`src/design/ipv6_icmpv6_receive_checker_core_macros.svh`:
```
// ----------------------------------------------------------------------------
// IPv6 ICMPv6 receive checker assertion macros
// Clocked assertions on i_clk, disabled while i_rst_n is low.
// ----------------------------------------------------------------------------
`ifndef IPV6_ICMPV6_RECEIVE_CHECKER_CORE_MACROS_SVH
`define IPV6_ICMPV6_RECEIVE_CHECKER_CORE_MACROS_SVH
`ifndef SYNTHESIS
`define IPV6CK_ASSERT(lbl, prop, msg) \
    lbl: assert property (@(posedge i_clk) disable iff (!i_rst_n) (prop)) else $error(msg);
`define IPV6CK_ASSERT_NEXT(lbl, pre, post, msg) \
    lbl: assert property (@(posedge i_clk) disable iff (!i_rst_n) (pre) |=> (post)) else $error(msg);
`else
`define IPV6CK_ASSERT(lbl, prop, msg)
`define IPV6CK_ASSERT_NEXT(lbl, pre, post, msg)
`endif
`endif

```
`src/design/ipv6ck_pkg.sv`:
```
// ----------------------------------------------------------------------------
// IPv6 ICMPv6 receive checker package
// Shared types, codes and sizes.
// ----------------------------------------------------------------------------
package ipv6ck_pkg;

    localparam int MAX_PACKET_BYTES = 65575;
    localparam int CNT_W            = $clog2(MAX_PACKET_BYTES + 1);
    localparam int HDR_BYTES        = 40;
    localparam int SUM_START        = 8;
    localparam int ICMP_MIN_BYTES   = 8;
    localparam int QDEPTH           = 4;
    localparam int QAW              = $clog2(QDEPTH);

    localparam logic [3:0] IP_VERSION      = 4'd6;
    localparam logic [7:0] ICMP_PROTO      = 8'd58;
    localparam logic [7:0] ICMP_ECHO_REQ   = 8'd128;
    localparam logic [7:0] ICMP_ECHO_REPLY = 8'd129;
    localparam logic [7:0] ND_ROUTER_SOL   = 8'd133;
    localparam logic [7:0] ND_NEIGHBOR_ADV = 8'd136;

    typedef enum logic [2:0] {
        ST_OK           = 3'd0,
        ST_SHORT        = 3'd1,
        ST_BAD_VERSION  = 3'd2,
        ST_BAD_LENGTH   = 3'd3,
        ST_ICMP_SHORT   = 3'd4,
        ST_BAD_CHECKSUM = 3'd5,
        ST_UNKNOWN_TYPE = 3'd6,
        ST_NOT_ICMP     = 3'd7
    } t_status;

    typedef struct packed {
        logic [7:0] data_byte;
        logic       last_byte;
    } t_in_item;

    typedef struct packed {
        t_status     status;
        logic [7:0]  next_proto;
        logic [7:0]  message_type;
        logic        reply_wanted;
        logic [15:0] reply_checksum;
        logic [15:0] payload_bytes;
    } t_result;

    // Per-packet summary handed from the byte front end to the checker
    typedef struct packed {
        logic [CNT_W-1:0] byte_count;
        logic [31:0]      sum;
        logic [3:0]       version;
        logic [15:0]      plen;
        logic [7:0]       nxt_hdr;
        logic [15:0]      rx_checksum;
        logic [7:0]       icmp_type;
        logic [7:0]       high_hold;
    } t_summary;

endpackage

```
`src/design/ipv6_icmpv6_receive_checker_core.sv`:
```
// ----------------------------------------------------------------------------
// IPv6 ICMPv6 receive checker core
// Throughput: one packet byte per cycle, held only while the summary queue is full.
// The verdict reaches the result side through the summary queue and the 3-stage
// verdict pipeline, which drains one packet per cycle while no unpopped result
// holds it back; the front end's running sum keeps the byte rate. Reset (i_rst_n
// low, synchronous) clears all parse state, empties the summary queue and drops any verdict not yet popped.
// ----------------------------------------------------------------------------
module ipv6_icmpv6_receive_checker_core
    import ipv6ck_pkg::*;
(
    input  logic     i_clk,
    input  logic     i_rst_n,
    input  logic     push,
    output logic     full,
    input  t_in_item i_item,
    output logic     empty,
    input  logic     pop,
    output t_result  o_result
);

    // A request is taken while the summary queue has room
    logic     byte_take;
    logic     sum_push;
    t_summary sum_in;
    logic     q_full;
    logic     q_valid;
    logic     q_pop;
    t_summary q_data;
    logic     res_empty;

    assign full      = q_full;
    assign byte_take = push && !q_full;

    // Front end: parse fields, run the checksum, emit a summary per packet
    ipv6ck_front u_front (
        .i_clk      (i_clk),
        .i_rst_n    (i_rst_n),
        .i_take     (byte_take),
        .i_item     (i_item),
        .o_sum_push (sum_push),
        .o_sum      (sum_in)
    );

    // Decouple the byte stream from the verdict pipeline
    ipv6ck_queue u_queue (
        .i_clk   (i_clk),
        .i_rst_n (i_rst_n),
        .i_push  (sum_push),
        .i_data  (sum_in),
        .o_full  (q_full),
        .i_pop   (q_pop),
        .o_valid (q_valid),
        .o_data  (q_data)
    );

    // Back end: fold, compare, classify and hold the result for pop
    ipv6ck_back u_back (
        .i_clk    (i_clk),
        .i_rst_n  (i_rst_n),
        .i_valid  (q_valid),
        .i_sum    (q_data),
        .o_take   (q_pop),
        .o_empty  (res_empty),
        .i_pop    (pop && !res_empty),
        .o_result (o_result)
    );

    assign empty = res_empty;

endmodule

```
`src/design/ipv6ck_front.sv`:
```
// ----------------------------------------------------------------------------
// IPv6 ICMPv6 receive checker byte front end
// Parses header fields and keeps the running checksum, one byte per cycle while i_take is high.
// ----------------------------------------------------------------------------
`include "ipv6_icmpv6_receive_checker_core_macros.svh"

module ipv6ck_front
    import ipv6ck_pkg::*;
(
    input  logic     i_clk,
    input  logic     i_rst_n,
    input  logic     i_take,
    input  t_in_item i_item,
    output logic     o_sum_push,
    output t_summary o_sum
);

    logic [CNT_W-1:0] r_count, n_count;
    logic [31:0]      r_sum, n_sum;
    logic [3:0]       r_version, n_version;
    logic [15:0]      r_plen, n_plen;
    logic [7:0]       r_nh, n_nh;
    logic [15:0]      r_rxck, n_rxck;
    logic [7:0]       r_type, n_type;
    logic [7:0]       r_hold, n_hold;

    logic             room;
    logic [CNT_W-1:0] pay_idx;
    logic             in_hdr;
    logic             in_pay;
    logic             ck_field;
    logic [7:0]       val;
    logic [7:0]       b;

    assign b       = i_item.data_byte;
    assign room    = r_count < CNT_W'(MAX_PACKET_BYTES);
    assign pay_idx = r_count - CNT_W'(HDR_BYTES);
    assign in_hdr  = (r_count >= CNT_W'(SUM_START)) && (r_count < CNT_W'(HDR_BYTES));
    assign in_pay  = (r_count >= CNT_W'(HDR_BYTES)) && (17'(pay_idx) < 17'(r_plen));
    assign ck_field = in_pay && ((pay_idx == CNT_W'(2)) || (pay_idx == CNT_W'(3)));
    assign val     = ck_field ? 8'h00 : b;

    always_comb begin
        n_count   = r_count;
        n_sum     = r_sum;
        n_version = r_version;
        n_plen    = r_plen;
        n_nh      = r_nh;
        n_rxck    = r_rxck;
        n_type    = r_type;
        n_hold    = r_hold;
        if (i_take && room) begin
            n_count = r_count + CNT_W'(1);
            if (r_count == CNT_W'(0)) begin
                n_version = b[7:4];
            end
            if (r_count == CNT_W'(4)) begin
                n_plen[15:8] = b;
            end
            if (r_count == CNT_W'(5)) begin
                n_plen[7:0] = b;
            end
            if (r_count == CNT_W'(6)) begin
                n_nh = b;
            end
            if (in_pay && pay_idx == CNT_W'(0)) begin
                n_type = b;
            end
            if (in_pay && pay_idx == CNT_W'(2)) begin
                n_rxck[15:8] = b;
            end
            if (in_pay && pay_idx == CNT_W'(3)) begin
                n_rxck[7:0] = b;
            end
            if (in_hdr || in_pay) begin
                if (!r_count[0]) begin
                    n_hold = val;
                end else begin
                    n_sum = r_sum + {16'h0000, r_hold, val};
                end
            end
        end
    end

    always_comb begin
        o_sum.byte_count  = n_count;
        o_sum.sum         = n_sum;
        o_sum.version     = n_version;
        o_sum.plen        = n_plen;
        o_sum.nxt_hdr     = n_nh;
        o_sum.rx_checksum = n_rxck;
        o_sum.icmp_type   = n_type;
        o_sum.high_hold   = n_hold;
    end

    assign o_sum_push = i_take && i_item.last_byte;

    // Clear everything after the final byte of a packet
    always_ff @(posedge i_clk) begin
        if (!i_rst_n || o_sum_push) begin
            r_count   <= '0;
            r_sum     <= '0;
            r_version <= '0;
            r_plen    <= '0;
            r_nh      <= '0;
            r_rxck    <= '0;
            r_type    <= '0;
            r_hold    <= '0;
        end else begin
            r_count   <= n_count;
            r_sum     <= n_sum;
            r_version <= n_version;
            r_plen    <= n_plen;
            r_nh      <= n_nh;
            r_rxck    <= n_rxck;
            r_type    <= n_type;
            r_hold    <= n_hold;
        end
    end

    `IPV6CK_ASSERT(a_count_bound, r_count <= CNT_W'(MAX_PACKET_BYTES), "byte count past limit")
    `IPV6CK_ASSERT_NEXT(a_clear_after_last, o_sum_push, r_count == '0 && r_sum == '0, "state not cleared")

endmodule

```
`src/design/ipv6ck_queue.sv`:
```
// ----------------------------------------------------------------------------
// IPv6 ICMPv6 receive checker summary queue
// Short register queue between the byte front end and the checker.
// ----------------------------------------------------------------------------
`include "ipv6_icmpv6_receive_checker_core_macros.svh"

module ipv6ck_queue
    import ipv6ck_pkg::*;
(
    input  logic     i_clk,
    input  logic     i_rst_n,
    input  logic     i_push,
    input  t_summary i_data,
    output logic     o_full,
    input  logic     i_pop,
    output logic     o_valid,
    output t_summary o_data
);

    t_summary         r_mem [QDEPTH];
    logic [QAW-1:0]   r_wr, r_rd;
    logic [QAW:0]     r_count;

    assign o_full  = r_count == (QAW+1)'(QDEPTH);
    assign o_valid = r_count != '0;
    assign o_data  = r_mem[r_rd];

    always_ff @(posedge i_clk) begin
        if (i_push) begin
            r_mem[r_wr] <= i_data;
        end
    end

    always_ff @(posedge i_clk) begin
        if (!i_rst_n) begin
            r_wr    <= '0;
            r_rd    <= '0;
            r_count <= '0;
        end else begin
            if (i_push) begin
                r_wr <= r_wr + QAW'(1);
            end
            if (i_pop) begin
                r_rd <= r_rd + QAW'(1);
            end
            if (i_push && !i_pop) begin
                r_count <= r_count + (QAW+1)'(1);
            end else if (!i_push && i_pop) begin
                r_count <= r_count - (QAW+1)'(1);
            end
        end
    end

    `IPV6CK_ASSERT(a_q_bound, r_count <= (QAW+1)'(QDEPTH), "queue count past depth")
    `IPV6CK_ASSERT_NEXT(a_q_fill, i_push && !i_pop, r_count == $past(r_count) + 1'b1, "queue count")

endmodule

```
`src/design/ipv6ck_back.sv`:
```
// ----------------------------------------------------------------------------
// IPv6 ICMPv6 receive checker verdict pipeline
// Finishes the checksum, classifies the packet and holds the result.
// ----------------------------------------------------------------------------
`include "ipv6_icmpv6_receive_checker_core_macros.svh"

module ipv6ck_back
    import ipv6ck_pkg::*;
(
    input  logic     i_clk,
    input  logic     i_rst_n,
    input  logic     i_valid,
    input  t_summary i_sum,
    output logic     o_take,
    output logic     o_empty,
    input  logic     i_pop,
    output t_result  o_result
);

    // stage 1: full sum and header checks
    logic        r_v1;
    logic [31:0] r1_sum;
    logic        r1_fail;
    t_status     r1_status;
    logic [7:0]  r1_nh, r1_type;
    logic [15:0] r1_plen, r1_rxck;

    // stage 2: folded sum and compare
    logic        r_v2;
    logic [15:0] r2_fold;
    logic        r2_ck_ok;
    logic        r2_fail;
    t_status     r2_status;
    logic [7:0]  r2_nh, r2_type;
    logic [15:0] r2_plen;

    // stage 3: result register
    logic        r_v3;
    t_result     r_out;

    logic        rdy1, rdy2, rdy3;

    logic [31:0] n1_sum;
    logic [31:0] pad;
    logic        n1_fail;
    t_status     n1_status;
    logic [16:0] fold_a;
    logic [15:0] fold_b;
    logic [16:0] rep_a;
    logic [15:0] rep_b;
    t_result     n_out;

    assign rdy3   = !r_v3 || i_pop;
    assign rdy2   = !r_v2 || rdy3;
    assign rdy1   = !r_v1 || rdy2;
    assign o_take = i_valid && rdy1;

    assign pad    = i_sum.plen[0] ? {16'h0000, i_sum.high_hold, 8'h00} : 32'h0;
    assign n1_sum = i_sum.sum + {16'h0000, i_sum.plen} + {24'h0, ICMP_PROTO} + pad;

    // Header checks in priority order; checksum and type come later
    always_comb begin
        n1_fail   = 1'b1;
        n1_status = ST_OK;
        if (i_sum.byte_count < CNT_W'(HDR_BYTES)) begin
            n1_status = ST_SHORT;
        end else if (i_sum.version != IP_VERSION) begin
            n1_status = ST_BAD_VERSION;
        end else if (18'(i_sum.byte_count) < 18'(HDR_BYTES) + 18'(i_sum.plen)) begin
            n1_status = ST_BAD_LENGTH;
        end else if (i_sum.nxt_hdr != ICMP_PROTO) begin
            n1_status = ST_NOT_ICMP;
        end else if (i_sum.plen < 16'(ICMP_MIN_BYTES)) begin
            n1_status = ST_ICMP_SHORT;
        end else begin
            n1_fail = 1'b0;
        end
    end

    assign fold_a = {1'b0, r1_sum[15:0]} + {1'b0, r1_sum[31:16]};
    assign fold_b = fold_a[15:0] + {15'h0, fold_a[16]};

    // Echo reply raises the type byte by one: add 0x0100 to the folded sum
    assign rep_a = {1'b0, r2_fold} + 17'h00100;
    assign rep_b = rep_a[15:0] + {15'h0, rep_a[16]};

    always_comb begin
        n_out.status         = r2_status;
        n_out.next_proto     = r2_nh;
        n_out.message_type   = r2_type;
        n_out.reply_wanted   = 1'b0;
        n_out.reply_checksum = 16'h0000;
        n_out.payload_bytes  = r2_plen;
        if (!r2_fail) begin
            if (!r2_ck_ok) begin
                n_out.status = ST_BAD_CHECKSUM;
            end else if (r2_type == ICMP_ECHO_REQ) begin
                n_out.status         = ST_OK;
                n_out.reply_wanted   = 1'b1;
                n_out.reply_checksum = ~rep_b;
            end else if (r2_type inside {ICMP_ECHO_REPLY, [ND_ROUTER_SOL:ND_NEIGHBOR_ADV]}) begin
                n_out.status = ST_OK;
            end else begin
                n_out.status = ST_UNKNOWN_TYPE;
            end
        end
    end

    always_ff @(posedge i_clk) begin
        if (!i_rst_n) begin
            r_v1 <= 1'b0;
            r_v2 <= 1'b0;
            r_v3 <= 1'b0;
        end else begin
            if (rdy1) begin
                r_v1 <= i_valid;
            end
            if (rdy2) begin
                r_v2 <= r_v1;
            end
            if (rdy3) begin
                r_v3 <= r_v2;
            end
        end
    end

    always_ff @(posedge i_clk) begin
        if (rdy1) begin
            r1_sum    <= n1_sum;
            r1_fail   <= n1_fail;
            r1_status <= n1_status;
            r1_nh     <= i_sum.nxt_hdr;
            r1_type   <= i_sum.icmp_type;
            r1_plen   <= i_sum.plen;
            r1_rxck   <= i_sum.rx_checksum;
        end
        if (rdy2) begin
            r2_fold   <= fold_b;
            r2_ck_ok  <= (~fold_b) == r1_rxck;
            r2_fail   <= r1_fail;
            r2_status <= r1_status;
            r2_nh     <= r1_nh;
            r2_type   <= r1_type;
            r2_plen   <= r1_plen;
        end
        if (rdy3) begin
            r_out <= n_out;
        end
    end

    assign o_empty  = !r_v3;
    assign o_result = r_out;

    `IPV6CK_ASSERT(a_reply_ok, !r_v3 || !r_out.reply_wanted || r_out.status == ST_OK, "reply on bad packet")
    `IPV6CK_ASSERT(a_reply_zero, !r_v3 || r_out.reply_wanted || r_out.reply_checksum == 16'h0000, "stray reply sum")

endmodule

```
`config.mk`:
```
export PLATFORM = sky130hd
export DESIGN_NAME = ipv6_icmpv6_receive_checker_core
export DESIGN_NICKNAME = d
export VERILOG_FILES = /design/src/design/ipv6ck_pkg.sv /design/src/design/ipv6_icmpv6_receive_checker_core.sv /design/src/design/ipv6ck_front.sv /design/src/design/ipv6ck_queue.sv /design/src/design/ipv6ck_back.sv
export VERILOG_INCLUDE_DIRS = /design/src /design/src/design
export SDC_FILE = /design/constraint.sdc
export NUM_CORES = 1
export LEC_CHECK = 0
export BUFFER_PORTS_ARGS = -buffer_cell sky130_fd_sc_hd__buf_2
export CORE_UTILIZATION = 23
export DETAILED_ROUTE_END_ITERATION = 12
export PLACE_DENSITY_LB_ADDON = 0.08
export REMOVE_ABC_BUFFERS = 1
export SYNTH_ARGS = -nofsm -noshare
export SYNTH_HDL_FRONTEND = slang
export SYNTH_SLANG_ARGS = --single-unit
export TNS_END_PERCENT = 100
```
`constraint.sdc`:
```
create_clock -name i_clk -period 10.8 [get_ports i_clk]
set_input_delay 2.16 -clock i_clk [delete_from_list [all_inputs] [get_ports i_clk]]
set_output_delay 2.16 -clock i_clk [all_outputs]
set_load 0.02 [all_outputs]
```
==> results by group, run 1 <==
Run status
  – Status: completed

Die
  – Core box area: 140000 um2
  – # IOs: 67
  – Die W: 377 um
  – Cell Rows: 137
  – Initial Util: 0.232
  – Die Ht: 377 um
  – Die ar.: 142000 um2

Critical path
  – Critical path arrival: 7.26 ns
  – Reg2reg path depth: 23
  – CP required: 11.19 ns
  – Reg-to-Reg End: u_queue.r_mem[3][89]
  – Worst setup EP type: flip-flop
  – Critical path type: reg -> reg
  – Crit start category: flip-flop
  – Setup slack, reg-to-reg: between 3 and 4 ns
  – RR Startpoint: u_front.r_count[3]
  – Worst-path fanout max: 16

Synthesis
  – YS warnings: 0
  – Main synth FF type: edfxtp_1
  – Post-synth EDFFs: approximately 630
  – Syn_area_per_cell: 15.7 um2
  – Syn Inst Count: 2065
  – Cell variety after synth: 89
  – FF+latch count, synth: 746
  – Ys async rst share: 0
  – Mapped cell area: 32300 um2
  – Seq/Total Area, Yosys: 0.655

Timing
  – Worst Setup Slack, final: 3.92 ns
  – RSZ-0062 raised after global routing: false
  – Slew Limit Fails: 0
  – Max-slew headroom: 0.252
  – Fmax: approximately 150 MHz
  – Final Hold Slack: around 0.41 ns
  – Tcrit/Tclk final: 0.637
  – Setup TNS Final: 0 ns
  – Final setup vio count: 0
  – Clock skew: 0.0299 ns
  – Worst-margin pin slew: 1.12 ns
  – Min cycle time layout: around 6.9 ns
  – Final hold vios: 0

Finish
  – Multi-input gate area in the final layout: 10600 um2
  – Filler cells: between 10k and 15k
  – Area Growth Syn to Fin: 17.4%
  – Proportion of layout cells with a drive suffix above 1: 0.193
  – Register area: 21200 um2
  – Nets: about 2.3k

Placement
  – Pre-CTS WS: 3.98 ns
  – Detailed Place HPWL: 57.7 mm
  – PortBufs: 66
  – Final GP Congestion: between 0.7 and 0.8

Clocking
  – CTS buffer count: 91
  – Clock transition at path regs: 0.06 ns
  – Root buffer cell: clkbuf_16
  – Clk sinks: 746
  – Postcts setup bufs: 0
  – CTS max path bufs: 3
  – Cts repair resizes: 0
  – # hold bufs at CTS: 0
  – Worst-skew pair later-pin latency: 0.68 ns
  – CTS H-tree depth: 3
  – CTS tree: built

Detailed routing
  – Wire per inst: 21.3 um
  – Routed WL: 88.1 mm
  – Post-DRT Antenna Nets: 0
  – Pre-Repair DR Iteration Count: 5
  – Vias per std cell: ~4.3
  – Initial DRC count: 995
  – DRC viols: 0
  – Routed vias: 17.7k

Flow run
  – Max Cap Violations: 0

Global route
  – First-pass GRT wire length: 129 mm
  – Remaining Overflow, GRT: 0
  – Maximum number of pins on one net before global-route repair: 77
  – Initial antenna violation count: 13
  – GR Util All Layers: 0.125
  – Vias in the first global route: 18.7k

Worst hold path
  – Min-Delay Path Class: reg -> reg
  – Cells on Worst Hold Path: 0
  – Hold_sp: u_back.r1_plen[14]
  – Hold Path End: u_back.r2_plen[14]

Power and ir drop
  – Leakage Power: 13.6 nW
  – Max VDD drop: 122 uV
  – Cell Pwr Density: 274 nW/um2
  – Tot Pwr: 10.4 mW
-- registers in the layout (all words and copies together) (netlist names), 16 cells and up, named ones only --
name and cells:
u_front.r_count 17, u_back.r1_rxck 16, u_front.r_sum 32, u_back.o_result 52, u_back.r1_plen 16, u_back.r1_sum 32
u_front.r_rxck 16, u_back.r2_fold 16, u_queue.r_mem 436, u_front.r_plen 16, u_back.r2_plen 16
-- cells in the mapped netlist, types with 4 or more instances --
master / instances / area (um2)
mux4_2: 105 / 2360
a211oi_1: 16 / 120
nand3_1: 45 / 225
o21ai_0: 41 / 205
o21a_1: 17 / 128
a21boi_0: 10 / 75.1
a21oi_1: 58 / 290
nand2b_1: 13 / 81.3
nand4_1: 19 / 119
xor2_1: 59 / 517
clkbuf_1: 44 / 165
or3_1: 20 / 125
o31ai_1: 4 / 30.0
dfxtp_1: 121 / 2420
edfxtp_1: 625 / 18800
o2111ai_1: 4 / 35.0
buf_1: 6 / 22.5
inv_1: 80 / 300
mux2i_1: 12 / 120
xnor2_1: 67 / 587
nor2_1: 64 / 240
and2_1: 109 / 682
and4_1: 4 / 35.0
o211ai_1: 12 / 90.1
nor2b_1: 23 / 144
nor3_1: 22 / 110
ha_1: 107 / 1340
or2_2: 5 / 31.3
xor3_1: 4 / 95.1
nor4bb_1: 4 / 40.0
fa_1: 12 / 240
nor4_1: 13 / 81.3
nand2_1: 90 / 338
buf_2: 11 / 55.1
and3_1: 37 / 231
mux2_2: 71 / 800
or4_1: 6 / 45.0
a31oi_1: 5 / 31.3
a21o_1: 28 / 210
-- stage by stage --
stage | instance area, um2 | utilization | cells
2_1_floorplan | 32100 | - | 2002
3_3_place_gp | 35000 | 0.251 | 3967
3_5_place_dp | 35000 | 0.251 | 3967
4_1_cts | 38000 | 0.272 | 4135
5_1_grt | 38000 | 0.272 | 4135
6_report | 38000 | 0.272 | 4136
-- layer usage --
| layer | global-route usage | vias up | part of all wire |
|---|---|---|---|
| li1 | - | 8159 | - |
| met1 | 0.172 | 9101 | 0.48 |
| met2 | 0.202 | 303 | 0.46 |
| met3 | 0.0208 | 119 | 0.035 |
| met4 | 0.0338 | 0 | 0.022 |
| met5 | 0 | - | 0 |
-- area by class of cell --
cell class                      instances  area share
Sequential cell                       746       0.558
Multi-Input combinational cell       1176       0.280
Timing Repair Buffer                   89      0.0132
Antenna cell                            1   0.0000659
Inverter                               80     0.00791
Clock buffer                          118      0.0643
Clock inverter                         50      0.0146
Tap cell                             1876      0.0618
-- critical path: stages (launching register included) --
cell,delay [ns]
dfxtp_1,0.55
inv_1,0.15
ha_1,0.25
nor2b_1,0.34
nor2_1,0.09
xor2_1,0.16
ha_1,0.30
a21o_1,0.16
a211oi_1,0.24
o31a_1,0.19
o21ai_0,0.27
a2111oi_4,0.71
nor2b_1,0.17
ha_1,0.31
a21o_1,0.19
a21o_1,0.21
a2111oi_0,0.83
o211a_1,0.38
nor4_1,0.09
or3_1,0.37
o2111ai_1,0.10
buf_4,0.25
or3_1,0.16
nand2_1,0.11
-- cells in the final DEF (no fill, tap or decap), drive strengths merged, types with 5 or more instances in the layout --
| cell | count |
|---|---|
| mux4 | 105 |
| nor4 | 16 |
| dfxtp | 121 |
| ha | 107 |
| or2 | 8 |
| nand4 | 20 |
| xor2 | 60 |
| a2111oi | 6 |
| or4 | 6 |
| o21ai | 46 |
| a21boi | 11 |
| o211ai | 13 |
| nor2b | 23 |
| and2 | 109 |
| mux2i | 12 |
| bufinv | 11 |
| edfxtp | 625 |
| mux2 | 71 |
| nand2 | 90 |
| o21a | 18 |
| and3 | 37 |
| xnor2 | 67 |
| nor2 | 66 |
| or3 | 20 |
| a211oi | 20 |
| a31oi | 5 |
| inv | 83 |
| a21o | 28 |
| nor3 | 23 |
| nand2b | 13 |
| a21oi | 58 |
| clkbuf | 118 |
| fa | 12 |
| nand3 | 45 |
| buf | 89 |
| clkinv | 34 |
-- kinds of logic (layout without fill, tap and decap cells) --
logic type,after synthesis,in the layout,share of synthesized area
buffers and inverters,143,337,0.0173
AND/OR/NAND/NOR,497,497,0.0855
multiplexers,188,188,0.102
flip-flops,746,746,0.655
adder cells (fa/ha/maj),119,119,0.0488
other,0,1,0
XOR/XNOR,135,135,0.0404
AO/OA/AOI/OAI,237,237,0.0512
-- worst max-delay path by stage --
stage / from / to / cells after the start
5_1_grt: u_front.r_count[3] / u_queue.r_mem[3][81] / 23
6_report: u_front.r_count[3] / u_queue.r_mem[3][89] / 23
2_1_floorplan: flip-flop / u_back.r1_sum[21] / 16
3_3_place_gp: u_front.r_count[3] / u_queue.r_mem[0][85] / 23
3_5_place_dp: u_front.r_count[3] / u_queue.r_mem[3][89] / 23
4_1_cts: u_front.r_count[3] / u_queue.r_mem[0][81] / 23
-- power breakdown --
group	internal, mW	switching, mW
clock	1.86	1.21
combinational	1.41	2.00
sequential	3.68	0.251
total	6.94	3.46
(Power assumes the default switching activity.)
==> run 2, diff against run 1 <==
- ABC_AREA: default -> 1
- clock period: 10.8 -> 5.8 ns (I/O delays scaled with it)
==> run 2 against run 1 <==
Hold slack got worse by 0.0012 ns. Via count is 29% higher. Clock-buffer cell count rose by 19. Final area grew 5.3%. Combinational power is 140% higher.
==> results by group, run 2 <==
Die
  – Initial Util: 0.233 (+0.00118)
  – Core box area: 146000 um2 (+4.8%)
  – Cell Rows: 140 (+2.2%)
  – Die W: 387 um (+2.6%)
  – Die ar.: 150000 um2 (+5.3%)
  – # IOs: 67 (unchanged)
  – Die Ht: 387 um (+2.6%)

Synthesis
  – FF+latch count, synth: 746 (unchanged)
  – Cell variety after synth: 53 (-40%)
  – Post-synth EDFFs: 625 (unchanged)
  – Synth top cells by count: edfxtp_1, nand2_1, inv_1, nor2_1, o21ai_0
  – Ys async rst share: 0 (unchanged)
  – Top cells by area, synth: edfxtp_1, dfxtp_1, nand2_1
  – Syn_area_per_cell: 10.4 um2 (-33%)
  – Count leader, synth: edfxtp_1
  – Main synth FF type: edfxtp_1
  – Mapped cell area: 34100 um2 (+5.4%)
  – YS warnings: 0 (unchanged)
  – Seq/Total Area, Yosys: 0.622 (-0.0333)
  – Syn Inst Count: 3271 (+58%)
  – Largest area contributor in the netlist: edfxtp_1
  – Top-area cell type share of the netlist area: 0.551 (-0.0295)

Critical path
  – Worst setup EP type: flip-flop
  – Crit-path most repeated cell: nand2_1
  – Setup slack, reg-to-reg: 0.69 ns (-3.23 ns)
  – Crit start category: flip-flop
  – Critical path's largest stage delay: 0.41 ns (-0.42 ns)
  – Critical path type: reg -> reg
  – Critical Path End: u_queue.r_mem[1][82]
  – Worst-path fanout max: 8 (-8)
  – Slowest-stage cell, CP: fa_1
  – Cell count along the critical path: 41 (+78%)
  – Reg-to-Reg End: u_queue.r_mem[1][82]
  – CP required: 6.21 ns (-4.98 ns)
  – RR Startpoint: u_front.r_count[4]
  – WP buf/inv: 7 (+5)
  – Reg2reg path depth: 41 (+78%)
  – Critical path arrival: 5.52 ns (-1.74 ns)
  – Crit-path leading delay family: simple AND/OR/NAND/NOR gates
  – Worst Setup SP: u_front.r_count[4]

Timing
  – Clock skew: 0.0252 ns (-0.00471 ns)
  – Final hold vios: 0 (unchanged)
  – Tcrit/Tclk final: 0.881 (+0.244)
  – Min cycle time layout: 5.11 ns (-1.77 ns)
  – Final setup vio count: 0 (unchanged)
  – Max-slew headroom: 0.425 (+0.173)
  – RSZ-0062 raised after global routing: false
  – Slew Limit Fails: 0 (unchanged)
  – Fmax: 196 MHz (+35%)
  – Worst-margin pin slew: 0.862 ns (-0.258 ns)

Finish
  – Post-route insts no fill: 5375 (+30%)
  – Max reg flops: 436 (unchanged)
  – Ant. Diodes: 0 (-1)
  – Proportion of layout cells with a drive suffix above 1: 0.0960 (-0.0966)
  – Largest register by flop count: u_queue.r_mem
  – Final cell area excluding filler cells: 40000 um2 (+5.3%)
  – Area Growth Syn to Fin: 17.3% (about the same)
  – Nets: 3510 (+52%)
  – Most common cell after layout, fill and taps aside: edfxtp_1
  – Commonest non-fill, non-tap cells in the layout: edfxtp_1, nand2_1, inv_1

Placement
  – Final GP Congestion: 0.778 (-0.78%)
  – DP Area: 36900 um2 (+5.4%)
  – Detailed Place HPWL: 70.3 mm (+22%)
  – Dpl cells: 5199 (+31%)
  – PortBufs: 66 (unchanged)

Detailed routing
  – DRC viols: 0 (unchanged)
  – Routed WL: 104 mm (+18%)
  – Post-DRT Antenna Nets: 0 (unchanged)
  – Vias per std cell: 4.26 (-0.43%)
  – Wire per inst: 19.4 um (-9.1%)
  – Initial DRC count: 1145 (+15%)
  – Pre-Repair DR Iteration Count: 5 (unchanged)
  – Routed vias: 22.9k (+29%)

Clocking
  – Root buffer cell: clkbuf_16
  – CTS H-tree depth: 3 (unchanged)
  – Clk sinks: 746 (unchanged)
  – # hold bufs at CTS: 0 (unchanged)
  – CTS max path bufs: 3 (unchanged)
  – Clock transition at path regs: 0.06 ns (about the same)
  – CTS buffer count: 94 (+3.3%)
  – Cts repair resizes: 0 (unchanged)
  – Worst-skew pair later-pin latency: 0.70 ns (+0.02 ns)
  – Postcts setup bufs: 0 (unchanged)
  – CTS tree: built

Power and ir drop
  – P_int: 13.1 mW (+89%)
  – NetSw: 8.35 mW (+140%)
  – Leakage Power: 15.8 nW (+16%)
  – Max VDD drop: 282 uV (+130%)
  – Sw frac: 0.389 (+0.0565)
  – Comb power frac: 0.381 (+0.053)
  – Cell Pwr Density: 537 nW/um2 (+96%)
  – Power share of the clock group: 0.273 (-0.021)
  – Part of the power in registers: 0.347 (-0.031)
  – Tot Pwr: 21.5 mW (+110%)

Run status
  – Status: completed

Worst hold path
  – Min-Delay Path Class: reg -> reg
  – Hold_sp: u_back.r1_plen[6]

Global route
  – Vias in the first global route: 23.0k (+23%)
  – Maximum number of pins on one net before global-route repair: 109 (+42%)
  – First-pass GRT wire length: 154 mm (+20%)
  – Initial antenna violation count: 7 (-6)
  – GR Util All Layers: 0.139 (+0.0141)
  – Remaining Overflow, GRT: 0 (unchanged)

Flow run
  – Max Cap Violations: 0 (unchanged)
[run 2: changes by cell type in the layout (fill, tap and decap cells not counted), sizes merged, moves of 102 or more]
cell   previous run  this run
inv              83       416
and2            109         3
mux4            105         0
a21oi            58       160
nor2             66       390
nand2            90       589
o21ai            46       245
[run 2: kinds of logic (layout without fill, tap and decap cells)]
logic type | Yosys count | after routing | share of synthesized area
AOI/OAI and AO/OA | 570 | 570 | 0.0943
xor gates and xnor gates | 84 | 84 | 0.0220
adders and majority gates | 119 | 119 | 0.0463
buffers and inverters | 522 | 709 | 0.0604
DFF | 746 | 746 | 0.622
and+or+nand+nor | 1230 | 1230 | 0.155
[run 2: worst min-delay path by stage]
stage / depth (start not counted) / to
finish: 0 / u_back.r2_plen[6]
global route: 0 / u_back.r2_plen[11]
CTS: 0 / u_back.r2_plen[6]
detailed placement: 0 / u_back.r2_plen[0]
global placement: 0 / u_back.r2_type[0]
floorplan: 0 / u_back.o_result[0]
[run 2: metrics by stage]
stage          worst slack, ns  TNS [ns]  utilization  hold WS (ns)
6_report                 0.690         0        0.273         0.412
5_1_grt               0.000825         0        0.273         0.413
4_1_cts                  0.463         0        0.273         0.411
3_5_place_dp             0.493         0        0.252         0.405
3_3_place_gp             0.474         0        0.252         0.401
2_1_floorplan            -3.20   -559.59            -         0.400
[run 2: layout make-up]
type,instances,area (um2)
clock inverters,39,438
fillers,15251,106000
repair buffers,118,846
clock buffers,137,2670
flip-flops and latches,746,21200
multi-input cells,2003,10900
inverters,415,1570
well taps,1917,2400
[run 2: power by group through the flow]
stage	Combinational, mW	Sequential [mW]	Clock (mW)
5_1_grt	9.39	7.54	6.27
2_1_floorplan	5.23	7.66	0
4_1_cts	8.44	7.48	6.10
3_3_place_gp	8.45	7.59	0
3_5_place_dp	8.40	7.59	0
6_report	8.17	7.44	5.86
[run 2: layer usage]
layer / routed length (um) / global-route usage / share of wire / up-vias
li1: - / - / - / 11455
met1: 49200 / 0.186 / 0.47 / 11010
met2: 49800 / 0.235 / 0.48 / 283
met3: 2940 / 0.0199 / 0.028 / 132
met4: 2170 / 0.0335 / 0.021 / 0
met5: 0 / 0 / 0 / -
==> run 3, diff against run 2 <==
==> constraint.sdc (replaced) <==
create_clock -name i_clk -period 5.8 [get_ports i_clk]
set_input_delay 0.29 -clock i_clk [delete_from_list [all_inputs] [get_ports i_clk]]
set_output_delay 0.29 -clock i_clk [all_outputs]
set_load 0.02 [all_outputs]
==> run 3 against run 2 <==
Maximum frequency is essentially flat. Hold slack lost 0.29 ns. Global-route usage shrank 0.096 points. Final area shrank 0.10%. Non-clock buffer count shrank 2. Register-to-register slack is essentially flat. Sequential share of layout area grew 0.055 points. Die area is the same. Critical endpoint is now u_queue.r_mem[2][82]. Largest power group unchanged. Highest routed layer unchanged.
==> results by group, run 3 (synthesized netlist as in run 2, its figures left out) <==
Run status
  – Status: completed

Die
  – Die W: 387 um (unchanged)
  – Cell Rows: 140 (unchanged)
  – Core box area: 146000 um2 (unchanged)
  – Die Ht: 387 um (unchanged)
  – Initial Util: 0.233 (unchanged)
  – # IOs: 67 (unchanged)
  – Die ar.: 150000 um2 (unchanged)

Clocking
  – CTS tree: built
  – CTS buffer count: 93 (-1.1%)
  – Clk sinks: 746 (unchanged)
  – Worst-skew pair later-pin latency: 0.71 ns (about the same)
  – Clock transition at path regs: 0.06 ns (about the same)
  – CTS max path bufs: 3 (unchanged)
  – CTS H-tree depth: 3 (unchanged)
  – Root buffer cell: clkbuf_16

Placement
  – Pre-CTS WS: 0.477 ns (-0.0156 ns)
  – Final GP Congestion: 0.767 (-1.4%)
  – PortBufs: 66 (unchanged)
  – DP Area: 36800 um2 (about the same)
  – Detailed Place HPWL: 69.5 mm (-1.1%)

Finish
  – Commonest non-fill, non-tap cells in the layout: edfxtp_1, nand2_1, inv_1
  – Final Core Density: 0.273 (-0.000283)
  – Proportion of layout cells with a drive suffix above 1: 0.0959 (-0.000123)
  – Final cell area excluding filler cells: 39900 um2 (-0.10%)
  – Max reg flops: 436 (unchanged)
  – Largest register by flop count: u_queue.r_mem
  – Ant. Diodes: 0 (unchanged)
  – Nets: 3507 (-0.085%)
  – Most common cell after layout, fill and taps aside: edfxtp_1
  – Area Growth Syn to Fin: 17.2%

Detailed routing
  – Routed vias: 22.8k (-0.41%)
  – Wire per inst: 19.3 um (about the same)
  – DRC viols: 0 (unchanged)
  – Pre-Repair DR Iteration Count: 5 (unchanged)
  – Post-DRT Antenna Nets: 0 (unchanged)
  – Vias per std cell: 4.24 (-0.30%)
  – Routed WL: 104 mm (-0.21%)
  – Initial DRC count: 1182 (+3.2%)

Critical path
  – Critical path arrival: 5.53 ns (about the same)
  – RR Startpoint: u_front.r_count[4]
  – Reg2reg path depth: 41 (unchanged)
  – Critical path's largest stage delay: 0.41 ns (about the same)
  – Setup slack, reg-to-reg: 0.69 ns (about the same)
  – Worst-path fanout max: 8 (unchanged)
  – Crit start category: flip-flop
  – WP buf/inv: 7 (unchanged)
  – Worst setup EP type: flip-flop
  – Slowest-stage cell, CP: fa_1
  – Crit-path most repeated cell: nand2_1
  – Reg-to-Reg End: u_queue.r_mem[2][82]
  – Critical path type: reg -> reg
  – Crit-path leading delay family: simple AND/OR/NAND/NOR gates
  – CP required: 6.22 ns (about the same)

Timing
  – Final setup vio count: 0 (unchanged)
  – Fmax: 196 MHz (about the same)
  – Worst-margin pin slew: 0.976 ns (+0.114 ns)
  – Tcrit/Tclk final: 0.881 (about the same)
  – Max-slew headroom: 0.350 (-0.0758)
  – Clock skew: 0.0464 ns (+0.0212 ns)
  – Final Hold Slack: 0.119 ns (-0.293 ns)
  – Worst Setup Slack, final: 0.692 ns (+0.00120 ns)
  – RSZ-0062 raised after global routing: false
  – Slew Limit Fails: 0 (unchanged)
  – Final hold vios: 0 (unchanged)
  – Min cycle time layout: 5.11 ns (-0.00120 ns)

Global route
  – Maximum number of pins on one net before global-route repair: 110 (+0.92%)
  – First-pass GRT wire length: 154 mm (-0.32%)
  – Remaining Overflow, GRT: 0 (unchanged)
  – Initial antenna violation count: 5 (-2)
  – Vias in the first global route: 23.0k (+0.065%)
  – GR Util All Layers: 0.138 (-0.000962)

Flow run
  – Max Cap Violations: 0 (unchanged)

Power and ir drop
  – Max VDD drop: 235 uV (-17%)
  – Cell Pwr Density: 539 nW/um2 (+0.44%)
  – Tot Pwr: 21.5 mW (+0.34%)
  – Leakage Power: 15.8 nW (about the same)

Worst hold path
  – Hold_sp: i_item[2]
  – Hold Path End: u_front.r_nh[1]
  – Min-Delay Path Class: in -> reg
  – Cells on Worst Hold Path: 3 (+3)
==> run 3: metal layers <==
metal	track usage	share of wire
met4	0.0382	0.019
met5	0	0
met2	0.232	0.47
met3	0.0181	0.031
met1	0.185	0.48
==> run 3: power breakdown <==
group          leakage, nW  total (mW)  switching [mW]  internal [mW]
sequential            7.06        7.44           0.420           7.02
clock                 1.50        5.85            2.39           3.46
combinational         7.28        8.24            5.63           2.61
total                 15.8        21.5            8.44           13.1
==> run 3: tightest hold or removal path, cell delays in order <==
cell	delay [ns]
buf_2	0.23
nor2_1	0.18
a211oi_1	0.06
==> run 3: repair_timing <==
action	4_1_cts	5_1_grt
gates resized for setup	0	2
endpoints found under the hold margin	12	0
buffers inserted	0	0
hold buffers	1	0
endpoints found under the setup margin	0	8
==> run 3: worst max path at each step <==
stage | slack, ns | depth (start not counted) | end | startpoint
2_1_floorplan | -3.20 | 19 | u_back.r1_sum[31] | flip-flop
3_3_place_gp | 0.46 | 41 | u_queue.r_mem[3][82] | u_front.r_count[4]
3_5_place_dp | 0.48 | 41 | u_queue.r_mem[2][82] | u_front.r_count[4]
4_1_cts | 0.43 | 41 | u_queue.r_mem[2][82] | u_front.r_count[4]
5_1_grt | 0.06 | 41 | u_queue.r_mem[1][82] | u_front.r_count[4]
6_report | 0.69 | 41 | u_queue.r_mem[2][82] | u_front.r_count[4]
==> run 3: layout make-up <==
class / count / area, um2
sequential: 746 / 21200
timing repair buffer: 116 / 821
inverter: 415 / 1570
fill: 15335 / 106000
tap: 1917 / 2400
multi-input combinational: 2003 / 10900
clock buffer: 124 / 2510
clock inverter: 48 / 573
==> run 3: metrics by stage <==
step                      std cells  setup TNS [ns]
after floorplan                3164         -287.39
after global placement         5196               0
after detailed placement       5196               0
after CTS                      5369               0
after global routing           5369               0
final                          5369               0
